`src/design/odo_pkg.sv`:
```
// Shared types, constants and arithmetic helpers of the differential-drive odometry block.
// Depends on nothing; the multiplier, divider, CORDIC and top-level files refer to it by scoped names.
package odo_pkg;

  localparam int unsigned CORDIC_STEPS_DEF = 16;
  localparam int unsigned ATAN_ENTRIES     = 24;
  localparam int unsigned ATAN_IDX_W       = 5;

  localparam int unsigned MUL_OP_W = 34;
  localparam int unsigned MUL_P_W  = 2 * MUL_OP_W;
  localparam int unsigned DIV_N_W  = 50;
  localparam int unsigned DIV_D_W  = 16;
  localparam int unsigned DIV_CNT_W = 5;
  localparam int unsigned CORDIC_W = 34;

  localparam int unsigned CFG_IDX_W  = 2;
  localparam int unsigned CFG_DATA_W = 32;
  localparam logic [CFG_IDX_W-1:0] CFG_DISTANCE_PER_COUNT  = 2'd0;
  localparam logic [CFG_IDX_W-1:0] CFG_INVERSE_TRACK_WIDTH = 2'd1;

  localparam logic [31:0] DPC_RESET = 32'd2698608;
  localparam logic [23:0] ITW_RESET = 24'd546133;

  localparam logic [29:0] TURN_SCALE  = 30'd683565276;
  localparam logic signed [CORDIC_W-1:0] CORDIC_GAIN = 34'sd652032874;
  localparam logic [DIV_D_W-1:0] TRAP_DIVISOR = 16'd2000;

  typedef enum logic [4:0] {
    ST_IDLE, ST_MUL_R, ST_DIV_R, ST_WAIT_R, ST_MUL_L, ST_DIV_L, ST_WAIT_L,
    ST_YAW_MUL, ST_YAW, ST_TH_MUL, ST_TH_DIV, ST_TH_WAIT, ST_ANG_MUL, ST_ANG,
    ST_COR1, ST_VX, ST_VY, ST_PX_DIV, ST_PX_WAIT, ST_PY_DIV, ST_PY_WAIT,
    ST_COR2, ST_OUT
  } state_t;

  // Arctangent of 2^-i as a binary angle, 2^32 units per turn.
  function automatic logic [31:0] atan_bam(input logic [ATAN_IDX_W-1:0] i);
    logic [31:0] r;
    case (i)
      5'd0:  r = 32'd536870912;
      5'd1:  r = 32'd316933406;
      5'd2:  r = 32'd167458907;
      5'd3:  r = 32'd85004756;
      5'd4:  r = 32'd42667331;
      5'd5:  r = 32'd21354465;
      5'd6:  r = 32'd10679838;
      5'd7:  r = 32'd5340245;
      5'd8:  r = 32'd2670163;
      5'd9:  r = 32'd1335087;
      5'd10: r = 32'd667544;
      5'd11: r = 32'd333772;
      5'd12: r = 32'd166886;
      5'd13: r = 32'd83443;
      5'd14: r = 32'd41722;
      5'd15: r = 32'd20861;
      5'd16: r = 32'd10430;
      5'd17: r = 32'd5215;
      5'd18: r = 32'd2608;
      5'd19: r = 32'd1304;
      5'd20: r = 32'd652;
      5'd21: r = 32'd326;
      5'd22: r = 32'd163;
      5'd23: r = 32'd81;
      default: r = 32'd0;
    endcase
    return r;
  endfunction

  function automatic logic signed [31:0] sat32(input logic signed [MUL_P_W-1:0] v);
    logic signed [31:0] r;
    if (v > 68'sd2147483647) r = 32'sh7fff_ffff;
    else if (v < -68'sd2147483648) r = 32'sh8000_0000;
    else r = v[31:0];
    return r;
  endfunction

  // Round a Q4.30 value to Q2.14 and clamp to plus or minus one.
  function automatic logic signed [15:0] to_q14(input logic signed [CORDIC_W-1:0] v);
    logic signed [CORDIC_W:0] t;
    logic signed [CORDIC_W:0] r;
    logic signed [15:0] o;
    t = {v[CORDIC_W-1], v} + 35'sd32768;
    r = t >>> 16;
    if (r > 35'sd16384) o = 16'sd16384;
    else if (r < -35'sd16384) o = -16'sd16384;
    else o = r[15:0];
    return o;
  endfunction

endpackage

```
`src/design/odo_div.sv`:
```
// Unsigned restoring divider that retires two quotient bits per cycle.
// Depends on odo_pkg for dividend, divisor and counter widths.
module odo_div (
  input  logic                              clk,
  input  logic                              rst_n,
  input  logic                              start,
  input  logic [odo_pkg::DIV_N_W-1:0]       dividend,
  input  logic [odo_pkg::DIV_D_W-1:0]       divisor,
  output logic                              busy_r,
  output logic [odo_pkg::DIV_N_W-1:0]       quotient
);

  localparam int unsigned NW = odo_pkg::DIV_N_W;
  localparam int unsigned DW = odo_pkg::DIV_D_W;
  localparam int unsigned CW = odo_pkg::DIV_CNT_W;
  localparam logic [CW-1:0] LAST = CW'(NW / 2 - 1);

  logic [NW-1:0] n_r;
  logic [DW-1:0] d_r;
  logic [DW-1:0] rem_r;
  logic [CW-1:0] cnt_r;
  logic [DW:0]   r1, r2;
  logic          ge1, ge2;
  logic [DW-1:0] s1, s2;

  always_comb begin
    r1  = {rem_r, n_r[NW-1]};
    ge1 = (r1 >= {1'b0, d_r});
    s1  = ge1 ? DW'(r1 - {1'b0, d_r}) : r1[DW-1:0];
    r2  = {s1, n_r[NW-2]};
    ge2 = (r2 >= {1'b0, d_r});
    s2  = ge2 ? DW'(r2 - {1'b0, d_r}) : r2[DW-1:0];
  end

  assign quotient = n_r;

  always_ff @(posedge clk) begin
    if (!rst_n) begin
      busy_r <= 1'b0;
      cnt_r  <= '0;
    end else if (start) begin
      busy_r <= 1'b1;
      cnt_r  <= '0;
    end else if (busy_r) begin
      cnt_r <= cnt_r + 1'b1;
      if (cnt_r == LAST) busy_r <= 1'b0;
    end
  end

  always_ff @(posedge clk) begin
    if (start) begin
      n_r   <= dividend;
      d_r   <= divisor;
      rem_r <= '0;
    end else if (busy_r) begin
      n_r   <= {n_r[NW-3:0], ge1, ge2};
      rem_r <= s2;
    end
  end

endmodule

```
`config.mk`:
```
export PLATFORM = sky130hd
export DESIGN_NAME = odo_div
export DESIGN_NICKNAME = d
export VERILOG_FILES = /design/src/design/odo_pkg.sv /design/src/design/odo_div.sv
export SDC_FILE = /design/constraint.sdc
export NUM_CORES = 1
export LEC_CHECK = 0
export BUFFER_PORTS_ARGS = -buffer_cell sky130_fd_sc_hd__clkbuf_2
export CAP_MARGIN = 30
export CORE_MARGIN = 3
export CORE_UTILIZATION = 41
export DETAILED_ROUTE_END_ITERATION = 10
export PLACE_DENSITY_LB_ADDON = 0.05
export SLEW_MARGIN = 40
export SYNTH_ARGS = -nofsm -noshare
export SYNTH_HDL_FRONTEND = slang
export SYNTH_SLANG_ARGS = --single-unit
```
`constraint.sdc`:
```
create_clock -name clk -period 9.3 [get_ports clk]
set_clock_uncertainty 0.05 [all_clocks]
set_input_delay 1.395 -clock clk [delete_from_list [all_inputs] [get_ports clk]]
set_output_delay 1.395 -clock clk [all_outputs]
set_load 0.02 [all_outputs]
```
==> metrics <==
outcome completed; TritonRoute pass-1 iters 4; post-synthesis sequential area ratio between 40% and 50%; PD cells around 280 nW/um2; post-synthesis register bit count a little under 90; Post-synth top cells edfxtp_1 (66), mux2_2 (57), nor2_1 (48); H-tree depth 3; DR DRC count 0; min cycle time layout about 5.4 ns; Rel. slew slack 49.2%; Ports 120; CP top delay family compound AO/OA/AOI/OAI gates; synthesized cell area 5490 um2; Worst path slowest cell o21ai_4; Startpoint Class flip-flop; Cells after Synth a little under 500; Peak Freq 184 MHz; hold_buf cts 0; Die Span Y ~120 um; initial antenna violation count 0; top-count cell post-synth edfxtp_1; routed wl met2 6030 um; fin area 6540 um2; clock network fraction of total power 20.6%; CTS max path bufs 2; max cap viols 0; Iteration-0 DRC Markers roughly 170; final setup vio count 0; first-pass GRT wire length 21400 um; vias in the first global route 4368; sw power 0.721 mW; total chip power roughly 1.8 mW; cts bufs inserted 9; total wire length 13000 um; CP arrival around 5.6 ns; Root Driver clkbuf_16; VDD IR max 0.133 mV; critical-path cell list inv_1, ha_1, nand3_2, or4_4, o2111ai_2, a221oi_4, o21ai_4, mux2_2, ha_1, a21oi_1, nand2_1, o21ai_0, a21oi_1, nor3_1, o2111ai_4, buf_8, a2111oi_0, a211oi_1; vias per cell between 5 and 6; combinational share of power 50.7%; CP peak stage delay 0.58 ns; Setup Buffers After CTS 0; pin count of the biggest net entering global routing 64; Worst Setup End Kind flip-flop; IO Port Bufs 119; Sw Ratio between 40% and 50%; Tot GR Track Use 18.4%; Pleak 2.81 nW; Top Layer Used met4; # rows 41; n_diodes 0; Layout Nets 715; met3 wire length 1020 um; post-synth top area cell edfxtp_1; Flop pwr share 28.7%; Post-DP Area ~6200 um2; CTS resizes 0; setup ws final 3.86 ns; worst slack, placed roughly 3.8 ns; total core area around 13000 um2; fill count 1200; Avg Cell Area, Syn 11.1 um2; die width 122 um; met1 wire length 5700 um; DPL Wire Length 9590 um; die area 14800 um2; Initial Utilization between 40% and 50%; CTS clk-pin slew, worst paths 0.07 ns; critical path data required time 9.46 ns; Bufs and invs on worst path 2; kind of critical path reg -> reg; post-route ant nets 0; CTS sink count 88; Via Count between 4000 and 5000; fin crit share 58.5%; syn_nets roughly 600; Final Hold Fails 0; min-delay worst type reg -> reg; Primary FF master, synth edfxtp_1; clock insertion delay at the later pin of the skew report 0.35 ns; layout cells sized above 1 about a third; Synth area leaders edfxtp_1 (36%), mux2_2 (12%), dfxtp_1 (8.0%); CTS tree done; P_int 1.08 mW; GP Congestion 0.901; Synth top area share 36.1%; grt total ovfl 0; crit-path max FO 18; WL/cell 16.5 um; Layout Area Growth over Synthesis 19.1%; Worst-Margin Slew 0.762 ns; RSZ-0062 raised after global routing no; Yosys Warn Count 0; ys async rst share 0%; Pins Over Slew Limit 0; post-route setup TNS 0 ns; Yosys cell types 66; number of synthesized flops with an enable pin 66
[cell usage in the layout, fill, tap and decap left out, types with 3 or more instances in the layout]
master | netlist | layout
o21bai_1 | 3 | 3
xor2_1 | 13 | 13
nand4_1 | 6 | 6
nand3_1 | 5 | 5
mux2i_1 | 9 | 9
mux2_2 | 57 | 57
xnor2_1 | 13 | 13
clkbuf_2 | 0 | 118
ha_1 | 34 | 34
dfxtp_1 | 22 | 22
or3_1 | 3 | 3
nor2b_1 | 4 | 4
a211oi_1 | 13 | 13
a31oi_1 | 5 | 5
o211ai_1 | 7 | 7
nor3_1 | 7 | 7
o21ai_0 | 9 | 9
edfxtp_1 | 66 | 66
a21o_1 | 9 | 9
inv_1 | 28 | 28
nand2_1 | 24 | 24
nand2b_1 | 5 | 5
nor2_1 | 48 | 48
clkbuf_16 | 0 | 9
o21a_1 | 7 | 7
buf_4 | 1 | 4
a21oi_1 | 30 | 30
and2_1 | 4 | 4
[metrics by stage]
step	std cells	utilization [%]	hold slack (ns)
6_report	787	50.8	0.456
5_1_grt	787	50.8	0.480
4_1_cts	786	50.7	0.459
3_5_place_dp	770	48.4	0.447
3_3_place_gp	770	48.4	0.446
2_1_floorplan	494	-	0.416
[final cells by class]
type,instances,area (um2),share of cell area (%)
multi-input cells,360,2870,43.8
flip-flops and latches,88,2420,37.0
repair buffers,123,636,9.72
clock buffers,12,246,3.77
well taps,172,215,3.29
inverters,28,105,1.61
clock inverters,4,51.3,0.784
[routing by layer]
layer | GRT usage, % | up-vias
li1 | - | 2087
met1 | 22.3 | 1959
met2 | 30.1 | 117
met3 | 7.52 | 22
met4 | 5.81 | 0
met5 | 0 | -
[final timing paths]
path	cells past startpoint	slack, ns	end	startpoint
setup / recovery	18	3.86	rem_r[15]	d_r[8]
hold / removal	2	0.46	rem_r[3]	rem_r[3]
setup reg to reg	18	3.86	rem_r[15]	d_r[8]
hold reg to reg	2	0.46	rem_r[3]	rem_r[3]
[registers in the layout, summed over array words and instances, names as in the netlist]
register / flops
cnt_r: 5
d_r: 16
busy_r: 1
quotient: 50
rem_r: 16
[power groups by stage]
stage	sequential, mW	clock, mW	combinational [mW]
2_1_floorplan	0.549	0	0.687
3_3_place_gp	0.525	0	0.893
3_5_place_dp	0.525	0	0.898
4_1_cts	0.518	0.383	0.903
5_1_grt	0.525	0.398	1.01
6_report	0.517	0.371	0.913
[worst min-delay path, cell delays in order (launching register included)]
cell and delay, ns:
dfxtp_1 0.32, nor2_1 0.08, a211oi_1 0.05
[cell families (layout without fill, tap and decap cells)]
kind of cell	count (synthesis)	count (layout)	synth area share, %
xor+xnor	26	26	4.15
fa+ha+maj	36	36	8.48
flops	88	88	44.1
mux	68	68	13.7
simple gates	123	123	11.1
compound gates	107	107	14.7
buf+inv	46	167	3.69
Power figures use the tool's default switching activity.
