==> src/design/odo_pkg.sv <==
// Shared types, constants and arithmetic helpers of the differential-drive odometry block.
// Depends on nothing; the multiplier, divider, CORDIC and top-level files refer to it by scoped names.
package odo_pkg;

  localparam int unsigned CORDIC_STEPS_DEF = 16;
  localparam int unsigned ATAN_ENTRIES     = 24;
  localparam int unsigned ATAN_IDX_W       = 5;

  localparam int unsigned MUL_OP_W = 34;
  localparam int unsigned MUL_P_W  = 2 * MUL_OP_W;
  localparam int unsigned DIV_N_W  = 50;
  localparam int unsigned DIV_D_W  = 16;
  localparam int unsigned DIV_CNT_W = 5;
  localparam int unsigned CORDIC_W = 34;

  localparam int unsigned CFG_IDX_W  = 2;
  localparam int unsigned CFG_DATA_W = 32;
  localparam logic [CFG_IDX_W-1:0] CFG_DISTANCE_PER_COUNT  = 2'd0;
  localparam logic [CFG_IDX_W-1:0] CFG_INVERSE_TRACK_WIDTH = 2'd1;

  localparam logic [31:0] DPC_RESET = 32'd2698608;
  localparam logic [23:0] ITW_RESET = 24'd546133;

  localparam logic [29:0] TURN_SCALE  = 30'd683565276;
  localparam logic signed [CORDIC_W-1:0] CORDIC_GAIN = 34'sd652032874;
  localparam logic [DIV_D_W-1:0] TRAP_DIVISOR = 16'd2000;

  typedef enum logic [4:0] {
    ST_IDLE, ST_MUL_R, ST_DIV_R, ST_WAIT_R, ST_MUL_L, ST_DIV_L, ST_WAIT_L,
    ST_YAW_MUL, ST_YAW, ST_TH_MUL, ST_TH_DIV, ST_TH_WAIT, ST_ANG_MUL, ST_ANG,
    ST_COR1, ST_VX, ST_VY, ST_PX_DIV, ST_PX_WAIT, ST_PY_DIV, ST_PY_WAIT,
    ST_COR2, ST_OUT
  } state_t;

  // Arctangent of 2^-i as a binary angle, 2^32 units per turn.
  function automatic logic [31:0] atan_bam(input logic [ATAN_IDX_W-1:0] i);
    logic [31:0] r;
    case (i)
      5'd0:  r = 32'd536870912;
      5'd1:  r = 32'd316933406;
      5'd2:  r = 32'd167458907;
      5'd3:  r = 32'd85004756;
      5'd4:  r = 32'd42667331;
      5'd5:  r = 32'd21354465;
      5'd6:  r = 32'd10679838;
      5'd7:  r = 32'd5340245;
      5'd8:  r = 32'd2670163;
      5'd9:  r = 32'd1335087;
      5'd10: r = 32'd667544;
      5'd11: r = 32'd333772;
      5'd12: r = 32'd166886;
      5'd13: r = 32'd83443;
      5'd14: r = 32'd41722;
      5'd15: r = 32'd20861;
      5'd16: r = 32'd10430;
      5'd17: r = 32'd5215;
      5'd18: r = 32'd2608;
      5'd19: r = 32'd1304;
      5'd20: r = 32'd652;
      5'd21: r = 32'd326;
      5'd22: r = 32'd163;
      5'd23: r = 32'd81;
      default: r = 32'd0;
    endcase
    return r;
  endfunction

  function automatic logic signed [31:0] sat32(input logic signed [MUL_P_W-1:0] v);
    logic signed [31:0] r;
    if (v > 68'sd2147483647) r = 32'sh7fff_ffff;
    else if (v < -68'sd2147483648) r = 32'sh8000_0000;
    else r = v[31:0];
    return r;
  endfunction

  // Round a Q4.30 value to Q2.14 and clamp to plus or minus one.
  function automatic logic signed [15:0] to_q14(input logic signed [CORDIC_W-1:0] v);
    logic signed [CORDIC_W:0] t;
    logic signed [CORDIC_W:0] r;
    logic signed [15:0] o;
    t = {v[CORDIC_W-1], v} + 35'sd32768;
    r = t >>> 16;
    if (r > 35'sd16384) o = 16'sd16384;
    else if (r < -35'sd16384) o = -16'sd16384;
    else o = r[15:0];
    return o;
  endfunction

endpackage

==> src/design/odo_mul.sv <==
// Shared signed multiplier with a registered product.
// Depends on odo_pkg for operand widths.
module odo_mul (
  input  logic                                clk,
  input  logic signed [odo_pkg::MUL_OP_W-1:0] a,
  input  logic signed [odo_pkg::MUL_OP_W-1:0] b,
  output logic signed [odo_pkg::MUL_P_W-1:0]  p_r
);

  always_ff @(posedge clk) begin
    p_r <= a * b;
  end

endmodule

==> config.mk <==
export PLATFORM = sky130hd
export DESIGN_NAME = odo_mul
export DESIGN_NICKNAME = d
export VERILOG_FILES = /design/src/design/odo_pkg.sv /design/src/design/odo_mul.sv
export SDC_FILE = /design/constraint.sdc
export NUM_CORES = 2
export LEC_CHECK = 0
export ABC_AREA = 1
export BUFFER_PORTS_ARGS = -buffer_cell sky130_fd_sc_hd__buf_2
export CAP_MARGIN = 40
export CELL_PAD_IN_SITES_DETAIL_PLACEMENT = 1
export CELL_PAD_IN_SITES_GLOBAL_PLACEMENT = 1
export CORE_MARGIN = 2
export CORE_UTILIZATION = 43
export DETAILED_ROUTE_END_ITERATION = 8
export PLACE_DENSITY_LB_ADDON = 0.1
export SKIP_CTS_REPAIR_TIMING = 1
export SLEW_MARGIN = 20
export SYNTH_ARGS = -nofsm -noshare
export SYNTH_HDL_FRONTEND = slang
export SYNTH_SLANG_ARGS = --single-unit
==> constraint.sdc <==
create_clock -name clk -period 10.26 [get_ports clk]
set_input_delay 2.565 -clock clk [delete_from_list [all_inputs] [get_ports clk]]
set_output_delay 2.565 -clock clk [all_outputs]
set_load 0.01 [all_outputs]
==> impl_metrics.sql <==
INSERT INTO impl_metrics (metric_group, metric, value, unit) VALUES
('floorplanning', 'initial_utilization', '0.432', ''),
('placed_design', 'placement.setup.worst_slack', '237', 'ps'),
('route', 'drt-vias-per-instance', '4.89', ''),
('route', 'num_vias', '36300', ''),
('worst_setup_path', 'cp-start-kind', 'input pin', ''),
('worst_setup_path', 'crit_slowest_cell', 'fa_1', ''),
('sta', 'tns', '0', 'ps'),
('sta', 'layout_setup_ws', '551', 'ps'),
('worst_setup_path', 'timing.critical_path.cells', 'buf_2, buf_4, nand2_1, fa_1, fa_1, fa_1, inv_1, fa_1, fa_1, fa_1, fa_1, inv_1, fa_1, inv_1, ha_1, nand2_1, nor2_2, nand2_1, nor4_2, nand2_1, nand2_2, nand2_1, nand3_1, nand2_1', ''),
('sta', 'rsz0062_at_grt', 'false', ''),
('cells_and_area', 'drive_above_1_share', '0.0630', ''),
('global_routing', 'first_global_vias', '42100', ''),
('cells_and_area', 'largest_register_ff_count', '68', ''),
('sta', 'hold_viol_final', '0', ''),
('worst_hold_path', 'min_delay_path_depth', '3', ''),
('logic_synthesis', 'post_synth_inst_count', '5972', ''),
('cells_and_area', 'num-nets-final', '7528', ''),
('sta', 'finalSetupViolations', '0', ''),
('logic_synthesis', 'synth.lib_cells_used.distinct', '32', ''),
('clock_network', 'path_clk_slew', '90', 'ps'),
('worst_setup_path', 'critPathArrivalTime', '9980', 'ps'),
('worst_setup_path', 'most_prevalent_standard_cell_on_the_critical_path', 'fa_1', ''),
('placed_design', 'place_hpwl', '145000', 'um'),
('global_routing', 'global_route_wire_length_before_repair', '257000', 'um'),
('global_routing', 'antenna_found_initial', '4', ''),
('sta', 'final_hold_slack', '2620', 'ps'),
('floorplanning', 'die-height', '332', 'um'),
('clock_network', 'clock-sinks', '68', ''),
('sta', 'fin_crit_sh', '0.946', ''),
('logic_synthesis', 'syn-num-nets', '7486', ''),
('sta', 'finalWorstPathRequiredPeriod', '9710', 'ps'),
('worst_setup_path', 'criticalPathCategory', 'input pin to flop', ''),
('worst_setup_path', 'setup.worst_path.end_class', 'flop', ''),
('route', 'initialDrtViolationCount', '1865', ''),
('sta', 'timing.max_slew.rel_slack', '0.394', ''),
('route', 'detail_route.wirelength', '165000', 'um'),
('floorplanning', 'floorplan.rows', '120', ''),
('clock_network', 'ctsRootBufferMaster', 'clkbuf_16', ''),
('cells_and_area', 'area_delta_synth_final', '7.43', '%'),
('floorplanning', 'number_of_placed_i_o_pins', '137', ''),
('floorplanning', 'core_region_area', '0.107', 'mm^2'),
('worst_hold_path', 'hold_class', 'input pin to flop', ''),
('global_routing', 'grt_start_max_net_pins', '35', ''),
('logic_synthesis', 'synth-warning-count', '0', ''),
('sta', 'worstMarginPinSlew', '909', 'ps'),
('logic_synthesis', 'mappedNetlistArea', '0.0462', 'mm^2'),
('clock_network', 'clock_tree_from_tritoncts', 'built', ''),
('placed_design', 'place_congestion', '0.936', ''),
('logic_synthesis', 'register_area_share_after_synthesis', '0.0295', ''),
('logic_synthesis', 'synth_area_per_cell', '7.74', 'um^2'),
('run_status', 'status', 'completed', ''),
('clock_network', 'cts-root-to-sink-buffers', '2', ''),
('worst_setup_path', 'crit_path_largest_cell_delay', '580', 'ps'),
('global_routing', 'overflow', '0', ''),
('route', 'ant_nets', '0', ''),
('placed_design', 'placement.io_buffers', '136', ''),
('worst_setup_path', 'required', '10530', 'ps'),
('route', 'drt-wirelength-per-cell', '22.2', 'um'),
('worst_setup_path', 'critical_path.max_fanout', '18', ''),
('cells_and_area', 'reg_top3', 'p_r (68)', ''),
('run', 'max_cap_viol_count', '0', ''),
('route', 'drt_pass1_iterations', '5', ''),
('route', 'remaining_drc_errors', '0', ''),
('sta', 'final-max-slew-violation-count', '0', ''),
('global_routing', 'grt_util_all_layers', '0.314', ''),
('floorplanning', 'die_area', '0.110', 'mm^2'),
('floorplanning', 'floorplan.die.width', '332', 'um'),
('clock_network', 'htree_levels', '3', ''),
('sta', 'achievable-frequency', '103', 'MHz'),
('clock_network', 'tritoncts.num_buffers', '9', ''),
('logic_synthesis', 'synth-seq-cells', '68', ''),
('cells_and_area', 'top_reg_by_flops', 'p_r', '');
per-stage QoR:
step / cell area, um^2 / cells / utilization
6_report: 49700 / 7424 / 0.465
5_1_grt: 49700 / 7423 / 0.464
4_1_cts: 49600 / 7420 / 0.464
3_5_place_dp: 49300 / 7404 / 0.461
3_3_place_gp: 49200 / 7402 / 0.461
2_1_floorplan: 46200 / 5972 / -
path summary, 6_finish.rpt:
kind / start / end / slack [ps]
max: b[12] / p_r[63]$_DFF_P_ / 550
min: a[0] / p_r[0]$_DFF_P_ / 2620
layer usage:
layer / share of wire / up-vias / wire, um / global-route usage
met2: 0.51 / 853 / 84000 / 0.561
met3: 0.041 / 302 / 6830 / 0.0261
met4: 0.054 / 2 / 8900 / 0.140
met1: 0.39 / 19000 / 65000 / 0.388
li1: - / 16100 / - / -
met5: 0.000055 / - / 9 / 0
cell usage in the layout, fill, tap and decap left out, types with 2 or more instances in the layout:
| cell | count |
|---|---|
| nor3_2 | 5 |
| a21oi_1 | 59 |
| clkinv_4 | 2 |
| inv_2 | 3 |
| nand3_1 | 70 |
| nor2_2 | 9 |
| nor2_1 | 115 |
| buf_12 | 32 |
| fa_1 | 1241 |
| nand3_2 | 7 |
| buf_16 | 2 |
| xnor2_1 | 2 |
| nand4_1 | 19 |
| inv_1 | 2116 |
| o21ai_0 | 18 |
| xor2_1 | 33 |
| clkbuf_16 | 9 |
| nor3_1 | 15 |
| ha_1 | 204 |
| nand3b_1 | 3 |
| nand2_4 | 2 |
| a21oi_2 | 4 |
| nand2_2 | 20 |
| or2_2 | 8 |
| buf_2 | 136 |
| diode_2 | 2 |
| bufinv_16 | 2 |
| o21bai_1 | 11 |
| nand2_1 | 1661 |
| nor3_4 | 2 |
| dfxtp_1 | 68 |
| buf_4 | 132 |
worst max-delay path, delay by kind of cell:
| kind | cells | cell delay, ps |
|---|---|---|
| buf+inv | 5 | 1020 |
| simple gates | 10 | 1650 |
| fa+ha+maj | 9 | 4690 |
cells in the mapped netlist:
master	number	area [um^2]
inv_1	2116	7940
nand2_1	1661	6230
fa_1	1241	24800
clkbuf_1	269	1010
ha_1	204	2550
nor2_1	115	432
nand3_1	70	350
dfxtp_1	68	1360
a21oi_1	59	295
xor2_1	33	289
nand2_2	20	125
nand4_1	19	119
o21ai_0	18	90.1
nor3_1	15	75.1
o21bai_1	11	82.6
nor2_2	9	56.3
or2_2	8	50.1
nand3_2	7	70.1
nor3_2	5	50.1
a21oi_2	4	35.0
inv_2	3	11.3
nand3b_1	3	22.5
buf_1	2	7.51
nand2_4	2	22.5
nor3_4	2	32.5
xnor2_1	2	17.5
a21o_1	1	7.51
and2_1	1	6.26
nand2b_1	1	6.26
nor4_2	1	12.5
o21a_1	1	7.51
o21ai_1	1	5.00
layout make-up:
cell class	instances	area, um^2
fill	13300	57200
clock inverter	7	98.8
antenna	2	5.00
inverter	2119	7950
clock buffer	9	225
tap	1403	1760
timing repair buffer	302	2370
multi-input combinational	3514	35900
sequential	68	1360
kinds of logic after synthesis:
kind of cell	share of synthesized area
xor+xnor	0.00663
compound gates	0.0113
flops	0.0295
fa+ha+maj	0.593
simple gates	0.166
buf+inv	0.194
Power is not shown: default switching activity piles up to over one toggle a cycle in this logic, so the estimate is an artifact.
